File: src/sv/wall_follow_corner_controller_macros.svh
// Assertion macros for the wall follow corner controller.
`ifndef WALL_FOLLOW_CORNER_CONTROLLER_MACROS_SVH
`define WALL_FOLLOW_CORNER_CONTROLLER_MACROS_SVH
`ifndef NO_ASSERTIONS
// Same-cycle implication, held off during reset.
`define WFCC_ASSERT_IMP(label, ante, cons, msg) \
  label: assert property (@(posedge clk_i) disable iff (!rst_ni) (ante) |-> (cons)) \
    else $error(msg);
// Next-cycle implication, held off during reset.
`define WFCC_ASSERT_NXT(label, ante, cons, msg) \
  label: assert property (@(posedge clk_i) disable iff (!rst_ni) (ante) |=> (cons)) \
    else $error(msg);
`else
`define WFCC_ASSERT_IMP(label, ante, cons, msg)
`define WFCC_ASSERT_NXT(label, ante, cons, msg)
`endif
`endif

File: src/sv/wfcc_pkg.sv
// Shared types and constants of the wall follow corner controller.
`timescale 1ns / 1ps
package wfcc_pkg;

  // Operation codes of an input item (code 3 is ignored)
  typedef enum logic [1:0] {
    OP_SAMPLE = 2'd0,
    OP_LASER  = 2'd1,
    OP_TICK   = 2'd2
  } op_e;

  // Configuration register indexes
  localparam logic [2:0] CFG_FOLLOW   = 3'd0;
  localparam logic [2:0] CFG_SETPOINT = 3'd1;
  localparam logic [2:0] CFG_RISE     = 3'd2;
  localparam logic [2:0] CFG_FLAT     = 3'd3;
  localparam logic [2:0] CFG_TIMEOUT  = 3'd4;

  // Configuration reset values
  localparam logic [15:0] SETPOINT_RST = 16'd700;
  localparam logic [15:0] RISE_RST     = 16'd1300;
  localparam logic [15:0] FLAT_RST     = 16'd300;
  localparam logic [15:0] TIMEOUT_RST  = 16'd15000;

  // Motor and steering commands
  localparam logic [4:0] MOTOR_STOP     = 5'd0;
  localparam logic [4:0] MOTOR_TURN     = 5'd5;
  localparam logic [4:0] MOTOR_STRAIGHT = 5'd10;
  localparam logic [4:0] MOTOR_FOLLOW   = 5'd20;
  localparam logic signed [6:0] STEER_ZERO = 7'sd0;
  localparam logic signed [6:0] STEER_TURN = 7'sd30;
  localparam logic [5:0] STEER_LIMIT = 6'd40;

  // PD gains: steer = -(KP*e*dt + KD*de) / (DT_SCALE*dt)
  localparam logic [19:0] KD_GAIN  = 20'd360000;
  localparam logic [9:0]  DT_SCALE = 10'd1000;

  // Curve timing
  localparam logic [15:0] CURVE_LIMIT_WIN = 16'd200;
  localparam logic [15:0] STRAIGHT_BASE   = 16'd400;
  localparam logic [16:0] TURN_BASE       = 17'd600;
  localparam logic [15:0] RECIP5_Q18      = 16'd52429;   // 2^18/5, exact below 2^18
  localparam logic [16:0] CURVE_Q16       = 17'd103261;  // 9.9/(2*pi) in Q16

  // Divider: one saturation step plus six quotient bits
  localparam int DIV_STEPS = 7;
  localparam int STEP_W    = $clog2(DIV_STEPS);

  // Controller to datapath commands
  typedef struct packed {
    logic capture;
    logic err_calc;
    logic mul;
    logic sum;
    logic div_step;
    logic steer_fin;
    logic stop_res;
    logic curve_mul;
    logic curve_lim;
    logic curve_sel;
    logic laser_upd;
    logic tick_upd;
    logic out_load;
  } cmd_t;

  // Datapath to controller status
  typedef struct packed {
    logic is_sample;
    logic is_laser;
    logic is_tick;
    logic follow_en;
    logic curve_done;
    logic out_free;
  } sts_t;

endpackage

File: src/sv/wfcc_ctrl.sv
// Sequencing state machine of the wall follow corner controller.
`timescale 1ns / 1ps
module wfcc_ctrl (
  input  logic           clk_i,
  input  logic           rst_ni,
  input  logic           in_valid_i,
  output logic           in_ready_o,
  input  wfcc_pkg::sts_t sts_i,
  output wfcc_pkg::cmd_t cmd_o
);
  import wfcc_pkg::*;

  typedef enum logic [8:0] {
    ST_IDLE     = 9'b000000001,
    ST_DISPATCH = 9'b000000010,
    ST_MUL      = 9'b000000100,
    ST_SUM      = 9'b000001000,
    ST_DIV      = 9'b000010000,
    ST_FIN      = 9'b000100000,
    ST_CLIM     = 9'b001000000,
    ST_CSEL     = 9'b010000000,
    ST_DONE     = 9'b100000000
  } state_e;

  state_e            state_q, state_d;
  logic [STEP_W-1:0] step_q, step_d;

  // Next state and commands
  always_comb begin
    state_d = state_q;
    step_d  = step_q;
    cmd_o   = '0;
    case (state_q)
      ST_IDLE: begin
        if (in_valid_i) begin
          cmd_o.capture = 1'b1;
          state_d       = ST_DISPATCH;
        end
      end
      ST_DISPATCH: begin
        if (sts_i.is_laser) begin
          cmd_o.laser_upd = 1'b1;
          state_d         = ST_IDLE;
        end else if (sts_i.is_tick) begin
          cmd_o.tick_upd = 1'b1;
          state_d        = ST_IDLE;
        end else if (sts_i.is_sample) begin
          if (!sts_i.follow_en) begin
            cmd_o.stop_res = 1'b1;
            state_d        = ST_DONE;
          end else if (sts_i.curve_done) begin
            cmd_o.err_calc = 1'b1;
            state_d        = ST_MUL;
          end else begin
            cmd_o.curve_mul = 1'b1;
            state_d         = ST_CLIM;
          end
        end else begin
          state_d = ST_IDLE;
        end
      end
      ST_MUL: begin
        cmd_o.mul = 1'b1;
        state_d   = ST_SUM;
      end
      ST_SUM: begin
        cmd_o.sum = 1'b1;
        step_d    = '0;
        state_d   = ST_DIV;
      end
      ST_DIV: begin
        cmd_o.div_step = 1'b1;
        if (step_q == STEP_W'(DIV_STEPS - 1)) begin
          state_d = ST_FIN;
        end else begin
          step_d = step_q + 1'b1;
        end
      end
      ST_FIN: begin
        cmd_o.steer_fin = 1'b1;
        state_d         = ST_DONE;
      end
      ST_CLIM: begin
        cmd_o.curve_lim = 1'b1;
        state_d         = ST_CSEL;
      end
      ST_CSEL: begin
        cmd_o.curve_sel = 1'b1;
        state_d         = ST_DONE;
      end
      ST_DONE: begin
        if (sts_i.out_free) begin
          cmd_o.out_load = 1'b1;
          state_d        = ST_IDLE;
        end
      end
      default: begin
        state_d = ST_IDLE;
      end
    endcase
  end

  always_ff @(posedge clk_i or negedge rst_ni) begin
    if (!rst_ni) begin
      state_q <= ST_IDLE;
      step_q  <= '0;
    end else begin
      state_q <= state_d;
      step_q  <= step_d;
    end
  end

  assign in_ready_o = (state_q == ST_IDLE);

endmodule

File: src/sv/wfcc_datapath.sv
// Datapath: configuration, state, PD math, divider, curve timing, output register.
`timescale 1ns / 1ps
module wfcc_datapath #(
  parameter int unsigned TICK_STEP_MS = 100
) (
  input  logic                clk_i,
  input  logic                rst_ni,
  input  wfcc_pkg::cmd_t      cmd_i,
  output wfcc_pkg::sts_t      sts_o,
  input  logic                cfg_we_i,
  input  logic [2:0]          cfg_index_i,
  input  logic [15:0]         cfg_wdata_i,
  input  logic [1:0]          operation_i,
  input  logic [15:0]         left_mm_i,
  input  logic [31:0]         now_ms_i,
  input  logic [15:0]         near_range_mm_i,
  input  logic [15:0]         mid_range_mm_i,
  input  logic [15:0]         far_range_mm_i,
  input  logic [12:0]         wall_angle_mrad_i,
  input  logic                out_ready_i,
  output logic                out_valid_o,
  output logic [4:0]          motor_cmd_o,
  output logic signed [6:0]   steer_cmd_o
);
  import wfcc_pkg::*;

  // Configuration registers
  logic        follow_q;
  logic [15:0] setpoint_q, rise_q, flat_q, timeout_q;

  always_ff @(posedge clk_i or negedge rst_ni) begin
    if (!rst_ni) begin
      follow_q   <= 1'b0;
      setpoint_q <= SETPOINT_RST;
      rise_q     <= RISE_RST;
      flat_q     <= FLAT_RST;
      timeout_q  <= TIMEOUT_RST;
    end else if (cfg_we_i) begin
      case (cfg_index_i)
        CFG_FOLLOW:   follow_q   <= cfg_wdata_i[0];
        CFG_SETPOINT: setpoint_q <= cfg_wdata_i;
        CFG_RISE:     rise_q     <= cfg_wdata_i;
        CFG_FLAT:     flat_q     <= cfg_wdata_i;
        CFG_TIMEOUT:  timeout_q  <= cfg_wdata_i;
        default: ;
      endcase
    end
  end

  // Captured input item
  logic [1:0]  op_q;
  logic [15:0] left_q, near_q, mid_q, far_q;
  logic [31:0] now_q;
  logic [12:0] angle_q;

  always_ff @(posedge clk_i) begin
    if (cmd_i.capture) begin
      op_q    <= operation_i;
      left_q  <= left_mm_i;
      now_q   <= now_ms_i;
      near_q  <= near_range_mm_i;
      mid_q   <= mid_range_mm_i;
      far_q   <= far_range_mm_i;
      angle_q <= wall_angle_mrad_i;
    end
  end

  // Controller state
  logic signed [16:0] prev_err_q;
  logic [31:0]        prev_time_q;
  logic               curve_done_q;
  logic [15:0]        timer_q;
  logic [15:0]        straight_end_q, turn_end_q;
  logic [12:0]        stored_angle_q;

  // Error, error change and time step
  logic signed [16:0] err;
  logic signed [17:0] derr;
  logic [31:0]        dt;
  logic [31:0]        mval;

  always_comb begin
    err  = $signed({1'b0, setpoint_q}) - $signed({1'b0, left_q});
    derr = 18'(err) - 18'(prev_err_q);
    dt   = now_q - prev_time_q;
    // zero step: proportional term alone when de is zero, else a zero divisor saturates
    mval = (dt == 32'd0) ? {31'd0, (derr == 18'sd0)} : dt;
  end

  logic signed [16:0] e_q;
  logic signed [17:0] de_q;
  logic [31:0]        m_q;

  always_ff @(posedge clk_i) begin
    if (cmd_i.err_calc) begin
      e_q  <= err;
      de_q <= derr;
      m_q  <= mval;
    end
  end

  // Products of the PD terms and the divisor
  logic signed [22:0] e36;
  logic signed [55:0] p1_q;
  logic signed [37:0] p2_q;
  logic [41:0]        d_q;

  assign e36 = (23'(e_q) <<< 5) + (23'(e_q) <<< 2);

  always_ff @(posedge clk_i) begin
    if (cmd_i.mul) begin
      p1_q <= 56'(e36) * $signed({24'd0, m_q});
      p2_q <= 38'(de_q) * $signed({18'd0, KD_GAIN});
      d_q  <= 42'(m_q) * 42'(DT_SCALE);
    end
  end

  // Sum and magnitude, then restoring division over seven steps
  logic signed [56:0] a_sum;
  logic [55:0]        a_mag;
  logic               a_neg_q;
  logic [55:0]        rem_q;
  logic [47:0]        dsh_q;
  logic [6:0]         quo_q;
  logic               div_ge;

  always_comb begin
    a_sum  = 57'(p1_q) + 57'(p2_q);
    a_mag  = a_sum[56] ? 56'(-a_sum) : 56'(a_sum);
    div_ge = (rem_q >= {8'd0, dsh_q});
  end

  always_ff @(posedge clk_i) begin
    if (cmd_i.sum) begin
      a_neg_q <= a_sum[56];
      rem_q   <= a_mag;
      dsh_q   <= {d_q, 6'd0};
      quo_q   <= '0;
    end else if (cmd_i.div_step) begin
      if (div_ge) begin
        rem_q <= rem_q - {8'd0, dsh_q};
      end
      dsh_q <= dsh_q >> 1;
      quo_q <= {quo_q[5:0], div_ge};
    end
  end

  // Clamp and sign: the result is -A/D, truncated toward zero
  logic [5:0]        steer_mag;
  logic signed [6:0] steer_pd;

  always_comb begin
    steer_mag = (quo_q[6] || (quo_q[5:0] > STEER_LIMIT)) ? STEER_LIMIT : quo_q[5:0];
    steer_pd  = a_neg_q ? $signed({1'b0, steer_mag}) : -$signed({1'b0, steer_mag});
  end

  // Curve limit products, turn length from the latched wall angle
  logic [33:0] ps_q;
  logic [29:0] pa_q;

  always_ff @(posedge clk_i) begin
    if (cmd_i.curve_mul) begin
      ps_q <= 34'({left_q, 2'b00}) * 34'(RECIP5_Q18);
      pa_q <= 30'(stored_angle_q) * 30'(CURVE_Q16);
    end
  end

  logic [15:0] straight_new;
  logic [16:0] turn_sum;
  logic [15:0] turn_new;

  always_comb begin
    straight_new = STRAIGHT_BASE + ps_q[33:18];
    turn_sum     = 17'(straight_new) + TURN_BASE + 17'(pa_q[29:16]);
    turn_new     = turn_sum[16] ? 16'hFFFF : turn_sum[15:0];
  end

  // Laser corner test on signed range differences
  logic signed [16:0] rise_diff, flat_diff;
  logic               corner;

  always_comb begin
    rise_diff = $signed({1'b0, far_q}) - $signed({1'b0, mid_q});
    flat_diff = $signed({1'b0, mid_q}) - $signed({1'b0, near_q});
    corner    = (rise_diff > $signed({1'b0, rise_q})) &&
                (flat_diff < $signed({1'b0, flat_q}));
  end

  // Timer tick with saturation
  logic [16:0] tick_sum;
  assign tick_sum = 17'(timer_q) + 17'(TICK_STEP_MS);

  // State updates
  always_ff @(posedge clk_i or negedge rst_ni) begin
    if (!rst_ni) begin
      prev_err_q     <= '0;
      prev_time_q    <= '0;
      curve_done_q   <= 1'b1;
      timer_q        <= '0;
      straight_end_q <= '0;
      turn_end_q     <= '0;
    end else begin
      if (cmd_i.err_calc) begin
        prev_err_q  <= err;
        prev_time_q <= now_q;
        timer_q     <= '0;
      end
      if (cmd_i.curve_lim && (timer_q < CURVE_LIMIT_WIN)) begin
        straight_end_q <= straight_new;
        turn_end_q     <= turn_new;
      end
      if (cmd_i.curve_sel && (timer_q >= straight_end_q) && (timer_q >= turn_end_q)) begin
        timer_q      <= '0;
        curve_done_q <= 1'b1;
      end
      if (cmd_i.laser_upd && curve_done_q && corner) begin
        curve_done_q <= 1'b0;
      end
      if (cmd_i.tick_upd && !curve_done_q) begin
        if (timer_q >= timeout_q) begin
          timer_q      <= '0;
          curve_done_q <= 1'b1;
        end else begin
          timer_q <= tick_sum[16] ? 16'hFFFF : tick_sum[15:0];
        end
      end
    end
  end

  // Wall angle latch, only outside a curve
  always_ff @(posedge clk_i) begin
    if (cmd_i.laser_upd && curve_done_q) begin
      stored_angle_q <= angle_q;
    end
  end

  // Result register
  logic [4:0]        res_motor_q;
  logic signed [6:0] res_steer_q;

  always_ff @(posedge clk_i) begin
    if (cmd_i.stop_res) begin
      res_motor_q <= MOTOR_STOP;
      res_steer_q <= STEER_ZERO;
    end else if (cmd_i.steer_fin) begin
      res_motor_q <= MOTOR_FOLLOW;
      res_steer_q <= steer_pd;
    end else if (cmd_i.curve_sel) begin
      if (timer_q < straight_end_q) begin
        res_motor_q <= MOTOR_STRAIGHT;
        res_steer_q <= STEER_ZERO;
      end else if (timer_q < turn_end_q) begin
        res_motor_q <= MOTOR_TURN;
        res_steer_q <= STEER_TURN;
      end else begin
        res_motor_q <= MOTOR_STRAIGHT;
        res_steer_q <= STEER_ZERO;
      end
    end
  end

  // Output register; a transfer frees it
  logic              out_valid_q;
  logic [4:0]        out_motor_q;
  logic signed [6:0] out_steer_q;

  always_ff @(posedge clk_i or negedge rst_ni) begin
    if (!rst_ni) begin
      out_valid_q <= 1'b0;
    end else if (cmd_i.out_load) begin
      out_valid_q <= 1'b1;
    end else if (out_ready_i) begin
      out_valid_q <= 1'b0;
    end
  end

  always_ff @(posedge clk_i) begin
    if (cmd_i.out_load) begin
      out_motor_q <= res_motor_q;
      out_steer_q <= res_steer_q;
    end
  end

  assign out_valid_o = out_valid_q;
  assign motor_cmd_o = out_motor_q;
  assign steer_cmd_o = out_steer_q;

  // Status to the controller
  always_comb begin
    sts_o.is_sample  = (op_q == OP_SAMPLE);
    sts_o.is_laser   = (op_q == OP_LASER);
    sts_o.is_tick    = (op_q == OP_TICK);
    sts_o.follow_en  = follow_q;
    sts_o.curve_done = curve_done_q;
    sts_o.out_free   = !out_valid_q || out_ready_i;
  end

endmodule

File: src/sv/wall_follow_corner_controller.sv
// Top level of the wall follow corner controller.
`timescale 1ns / 1ps
// Car controller in mm, mrad and ms. One item is worked at a time. A sensor sample in
// wall follow mode gets its PD quotient from a restoring divider that settles one bit per
// cycle over seven steps (a saturation bit and six quotient bits), behind the registered
// error, products and sum. A sample during a corner curve passes the curve products,
// the curve limit and the curve selection, a sample with follow off loads a stop result,
// and a laser event or timer tick ends with no result.
// The result sits in an output register, so the next item is taken while it waits.
// Configuration writes take effect at once and belong to idle periods.
`include "wall_follow_corner_controller_macros.svh"
module wall_follow_corner_controller #(
  parameter int unsigned TICK_STEP_MS = 100
) (
  input  logic              clk_i,
  input  logic              rst_ni,
  input  logic              cfg_we_i,
  input  logic [2:0]        cfg_index_i,
  input  logic [15:0]       cfg_wdata_i,
  input  logic              in_valid_i,
  output logic              in_ready_o,
  input  logic [1:0]        operation_i,
  input  logic [15:0]       left_mm_i,
  input  logic [31:0]       now_ms_i,
  input  logic [15:0]       near_range_mm_i,
  input  logic [15:0]       mid_range_mm_i,
  input  logic [15:0]       far_range_mm_i,
  input  logic [12:0]       wall_angle_mrad_i,
  output logic              out_valid_o,
  input  logic              out_ready_i,
  output logic [4:0]        motor_cmd_o,
  output logic signed [6:0] steer_cmd_o
);
  import wfcc_pkg::*;

  cmd_t cmd;
  sts_t sts;

  wfcc_ctrl u_ctrl (
    .clk_i      (clk_i),
    .rst_ni     (rst_ni),
    .in_valid_i (in_valid_i),
    .in_ready_o (in_ready_o),
    .sts_i      (sts),
    .cmd_o      (cmd)
  );

  wfcc_datapath #(
    .TICK_STEP_MS (TICK_STEP_MS)
  ) u_dp (
    .clk_i             (clk_i),
    .rst_ni            (rst_ni),
    .cmd_i             (cmd),
    .sts_o             (sts),
    .cfg_we_i          (cfg_we_i),
    .cfg_index_i       (cfg_index_i),
    .cfg_wdata_i       (cfg_wdata_i),
    .operation_i       (operation_i),
    .left_mm_i         (left_mm_i),
    .now_ms_i          (now_ms_i),
    .near_range_mm_i   (near_range_mm_i),
    .mid_range_mm_i    (mid_range_mm_i),
    .far_range_mm_i    (far_range_mm_i),
    .wall_angle_mrad_i (wall_angle_mrad_i),
    .out_ready_i       (out_ready_i),
    .out_valid_o       (out_valid_o),
    .motor_cmd_o       (motor_cmd_o),
    .steer_cmd_o       (steer_cmd_o)
  );

  // Legal output values
  logic steer_ok;
  logic motor_ok;

  assign steer_ok = (steer_cmd_o <= 7'sd40) && (steer_cmd_o >= -7'sd40);
  assign motor_ok = (motor_cmd_o == MOTOR_STOP) || (motor_cmd_o == MOTOR_TURN) ||
                    (motor_cmd_o == MOTOR_STRAIGHT) || (motor_cmd_o == MOTOR_FOLLOW);

  // Checks
  `WFCC_ASSERT_IMP(a_cmd_onehot, 1'b1, $onehot0(cmd), "more than one datapath command")
  `WFCC_ASSERT_NXT(a_busy_after_in, in_valid_i && in_ready_o, !in_ready_o, "ready after transfer")
  `WFCC_ASSERT_IMP(a_load_free, cmd.out_load, sts.out_free, "output register overwritten")
  `WFCC_ASSERT_IMP(a_steer_range, out_valid_o, steer_ok, "steering out of range")
  `WFCC_ASSERT_IMP(a_motor_code, out_valid_o, motor_ok, "bad motor level")

endmodule
File: config.mk
export PLATFORM = sky130hd
export DESIGN_NAME = wall_follow_corner_controller
export DESIGN_NICKNAME = d
export VERILOG_FILES = /design/src/sv/wfcc_pkg.sv /design/src/sv/wfcc_ctrl.sv /design/src/sv/wfcc_datapath.sv /design/src/sv/wall_follow_corner_controller.sv
export VERILOG_INCLUDE_DIRS = /design/src /design/src/sv
export SDC_FILE = /design/constraint.sdc
export NUM_CORES = 2
export LEC_CHECK = 0
export ABC_CLOCK_PERIOD_IN_PS = 31300
export BUFFER_PORTS_ARGS = -buffer_cell sky130_fd_sc_hd__buf_2
export CAP_MARGIN = 20
export CORE_AREA = 2 2 378 474
export CTS_CLUSTER_DIAMETER = 30
export DETAILED_ROUTE_END_ITERATION = 8
export DIE_AREA = 0 0 380 476
export GPL_TIMING_DRIVEN = 0
export PLACE_DENSITY = 0.65
export SYNTH_ARGS = -nofsm -noshare
export SYNTH_HDL_FRONTEND = slang
export SYNTH_HIERARCHICAL = 1
export SYNTH_SLANG_ARGS = --single-unit
File: constraint.sdc
create_clock -name clk_i -period 31.3 [get_ports clk_i]
set_clock_uncertainty 0.15 [all_clocks]
set_input_delay 1.565 -clock clk_i [delete_from_list [all_inputs] [get_ports clk_i]]
set_output_delay 1.565 -clock clk_i [all_outputs]
set_load 0.01 [all_outputs]
==> impl_metrics.toml <==
[clocking]
cts_buffers = 146
cts_sinks = 655
cts_buffer_depth = 3
h-tree-depth = 4
cts_tree = "done"
clkLatencyLatePin_ns = 0.81
cts_setup_buffers = 0
cts.repair.resized = 0
cts.reportedPaths.clkPinSlew_ns = 0.05
ctsHoldBuffers = 0
cts_root_buf = "clkbuf_16"

[critical_path]
crit_path_top_delay_cell = "a221oi_1"
r2r_slack_ns = 17.01
r2r_start = "u_dp/e_q[1]"
worst-path-buf-inv = 6
crit_family = "compound AO/OA/AOI/OAI gates"
critPathArrivalTime_ns = 14.66
timing.rr.end = "u_dp/p1_q[55]"
critPathKind = "flip-flop to flip-flop"
reg2reg_depth = 39
cp-start-kind = "flip-flop"
worstPathMaxFanout = 10
cp_common_cell = "fa_1"
max_stage_delay_ns = 1.14
crit_path_end_kind = "flip-flop"
required_ns = 31.67

[drt]
drtIter0Drc = 3883
vias_per_cell = 5.36
avgRoutedWirePerCell_um = 19.8
drc_errors = 0
vias = 58600
finalWirelength_um = 217000
drtAntennaViolNets = 0
first_pass_iters = 6

[synthesis]
synth_cells = 8115
ys_seq_area_share_pct = 23.5
async_flop_share_pct = 26.7
synth_top_area_share_pct = 24.8
yosys_warnings = 6
syn-num-nets = 10200
syn_area_sq_mm = 0.0789
synth.avg_cell_area_sq_um = 9.73
synthTopCellsByArea = "fa_1 (25%), edfxtp_1 (17%), ha_1 (16%)"
netlist-cell-type-count = 105
synth_area_leader_cell = "fa_1"
ys_ff_latch = 655
synth_edf_count = 456
yosys_most_used_dff = "edfxtp_1"

[final_layout]
utilization_pct = 50.1
multi_input_area_sq_mm = 0.0534
fin_nets = 10500
final_common_cell = "inv_1"
final_cell_mix = "inv_1 (1625), ha_1 (988), fa_1 (977)"
nFillCells = 16300
final-seq-area_sq_mm = 0.0186
drive_gt1_share_pct = 7.07
final_area_sq_mm = 0.0884
area_growth_pct = 12.0

[die]
coreArea_sq_mm = 0.177
ios = 149
initial_utilization_pct = 44.7
die_area_sq_mm = 0.181
row_count = 173
die_w_um = 380
die_h_um = 476

[sta]
fin_crit_ns = 14.29
hold_viol = 0
fin_ws_ns = 17.01
setup_tns_ns = 0
setup_viol = 0
slew_viol_final = 0
worst_pin_slew_ns = 1.35
min_period_over_period_pct = 45.7
grt_setup_unrepaired = "no"
fmax_mhz = 70.0
max_slew_margin_pct = 9.95

[power_and_ir_drop]
power_density_mw_per_mm2 = 55.6
ir_drop_mv = 0.274
p_leak_uw = 0.0423
power_uw = 4910

[global_routing]
grt_use_total_pct = 24.3
antenna_found_initial = 13
first_global_vias = 62200
grt_max_degree = 120
grt_first_pass_wirelength_um = 340000
grt_overflow_total = 0

[hold_path]
min_from = "u_dp/res_motor_q[2]"
hold-path-cell-count = 0
hold_class = "flip-flop to flip-flop"
worstHoldEndpoint = "u_dp/motor_cmd_o[2]"

[placed_design]
post-place-ws_ns = 16.93
dp_hpwl_um = 179000
portBuffers = 148
placed_cell_area_sq_mm = 0.0831
place_congestion = 0.973

[run_status]
status = "completed"

[run]
cap_violations = 0
## sequential cells by signal (all words and copies together) (netlist names), 14 cells and up
register             cells
u_dp/dsh_q              48
u_dp/m_q                32
u_dp/e_q                17
u_dp/mid_q              16
u_dp/p1_q               54
u_dp/rise_q             16
u_dp/d_q                39
u_dp/p2_q               32
u_dp/turn_end_q         16
u_dp/prev_err_q         17
u_dp/straight_end_q     16
u_dp/now_q              32
u_dp/rem_q              56
u_dp/timer_q            15
u_dp/timeout_q          16
u_dp/far_q              16
u_dp/ps_q               16
u_dp/pa_q               14
u_dp/left_q             16
u_dp/prev_time_q        32
u_dp/near_q             16
u_dp/de_q               18
u_dp/flat_q             16
u_dp/setpoint_q         16
## final cells by class
class                           count  share of cell area [%]
Multi-Input combinational cell   5598                    60.3
Sequential cell                   655                    21.0
Inverter                         1627                    6.91
Clock buffer                      163                    4.26
Tap cell                         2362                    3.34
Clock inverter                    110                    1.74
Timing Repair Buffer              180                    1.31
Buffer                            235                    1.06
Antenna cell                        7                  0.0198
## stage by stage
step | cells | hold slack (ns)
global placement | 10600 | 0.251
detailed placement | 10700 | 0.255
finish | 10900 | 0.257
CTS | 10900 | 0.250
global route | 10900 | 0.264
floorplan | 8115 | 0.250
## report_power, final
| group | switching (uW) | leakage (uW) | total, uW | internal (uW) |
|---|---|---|---|---|
| Combinational | 1200 | 0.0333 | 2140 | 938 |
| Clock | 560 | 0.00253 | 1620 | 1060 |
| Sequential | 47.1 | 0.00650 | 1160 | 1110 |
| Total | 1800 | 0.0423 | 4910 | 3110 |
## kinds of logic (layout without fill, tap and decap cells)
family / after synthesis / after routing / synth area share (%)
adder cells (fa/ha/maj): 1965 / 1965 / 40.4
multiplexers: 62 / 62 / 0.851
XOR/XNOR: 385 / 385 / 4.27
AO/OA/AOI/OAI: 1293 / 1293 / 10.4
flip-flops: 655 / 655 / 23.5
other: 0 / 7 / 0
AND/OR/NAND/NOR: 1893 / 1893 / 11.5
buffers and inverters: 1862 / 2315 / 8.93
## how the worst max path moves through the flow
stage	startpoint	to	slack, ns	depth (start not counted)
after floorplan	u_ctrl/state_q[4]	u_dp/d_q[10]	16.44	4
after global placement	u_ctrl/state_q[7]	u_dp/d_q[25]	10.19	4
after detailed placement	u_dp/e_q[1]	u_dp/p1_q[54]	16.93	39
after CTS	u_dp/e_q[1]	u_dp/p1_q[54]	16.85	39
after global routing	u_dp/e_q[1]	u_dp/p1_q[55]	16.94	37
final	u_dp/e_q[1]	u_dp/p1_q[55]	17.01	39
## synth_stat cells (25+ instances only)
library cell / instances
a21oi_1: 360
nor2_1: 316
and3_1: 45
a211oi_1: 34
nand4_1: 48
nor2b_1: 51
inv_1: 1625
ha_1: 988
and2_1: 182
mux2_2: 41
o21a_1: 56
xnor2_1: 266
or3_1: 33
dfrtp_1: 152
a31oi_1: 42
o21ai_0: 323
a21boi_0: 28
xor2_1: 119
edfxtp_1: 456
nand3_1: 95
o21bai_1: 56
clkbuf_1: 213
a21o_1: 158
o211ai_1: 25
nor3_1: 90
nand2_1: 816
fa_1: 977
nand2b_1: 95
## routing by layer
| metal | routed length (um) | track usage (%) | vias up |
|---|---|---|---|
| met5 | 84 | 0 | - |
| met4 | 14600 | 15.3 | 12 |
| met3 | 11500 | 3.64 | 592 |
| met2 | 109000 | 43.1 | 1749 |
| met1 | 81800 | 27.4 | 29100 |
| li1 | - | - | 27200 |
## worst register-to-register path, delay by kind of cell (launching register included)
kind / cells / cell delay [ns]
compound gates: 19 / 6.22
xor+xnor: 1 / 0.08
flops: 1 / 0.88
simple gates: 4 / 0.51
buf+inv: 6 / 1.77
fa+ha+maj: 9 / 4.42
(Power assumes the default switching activity.)
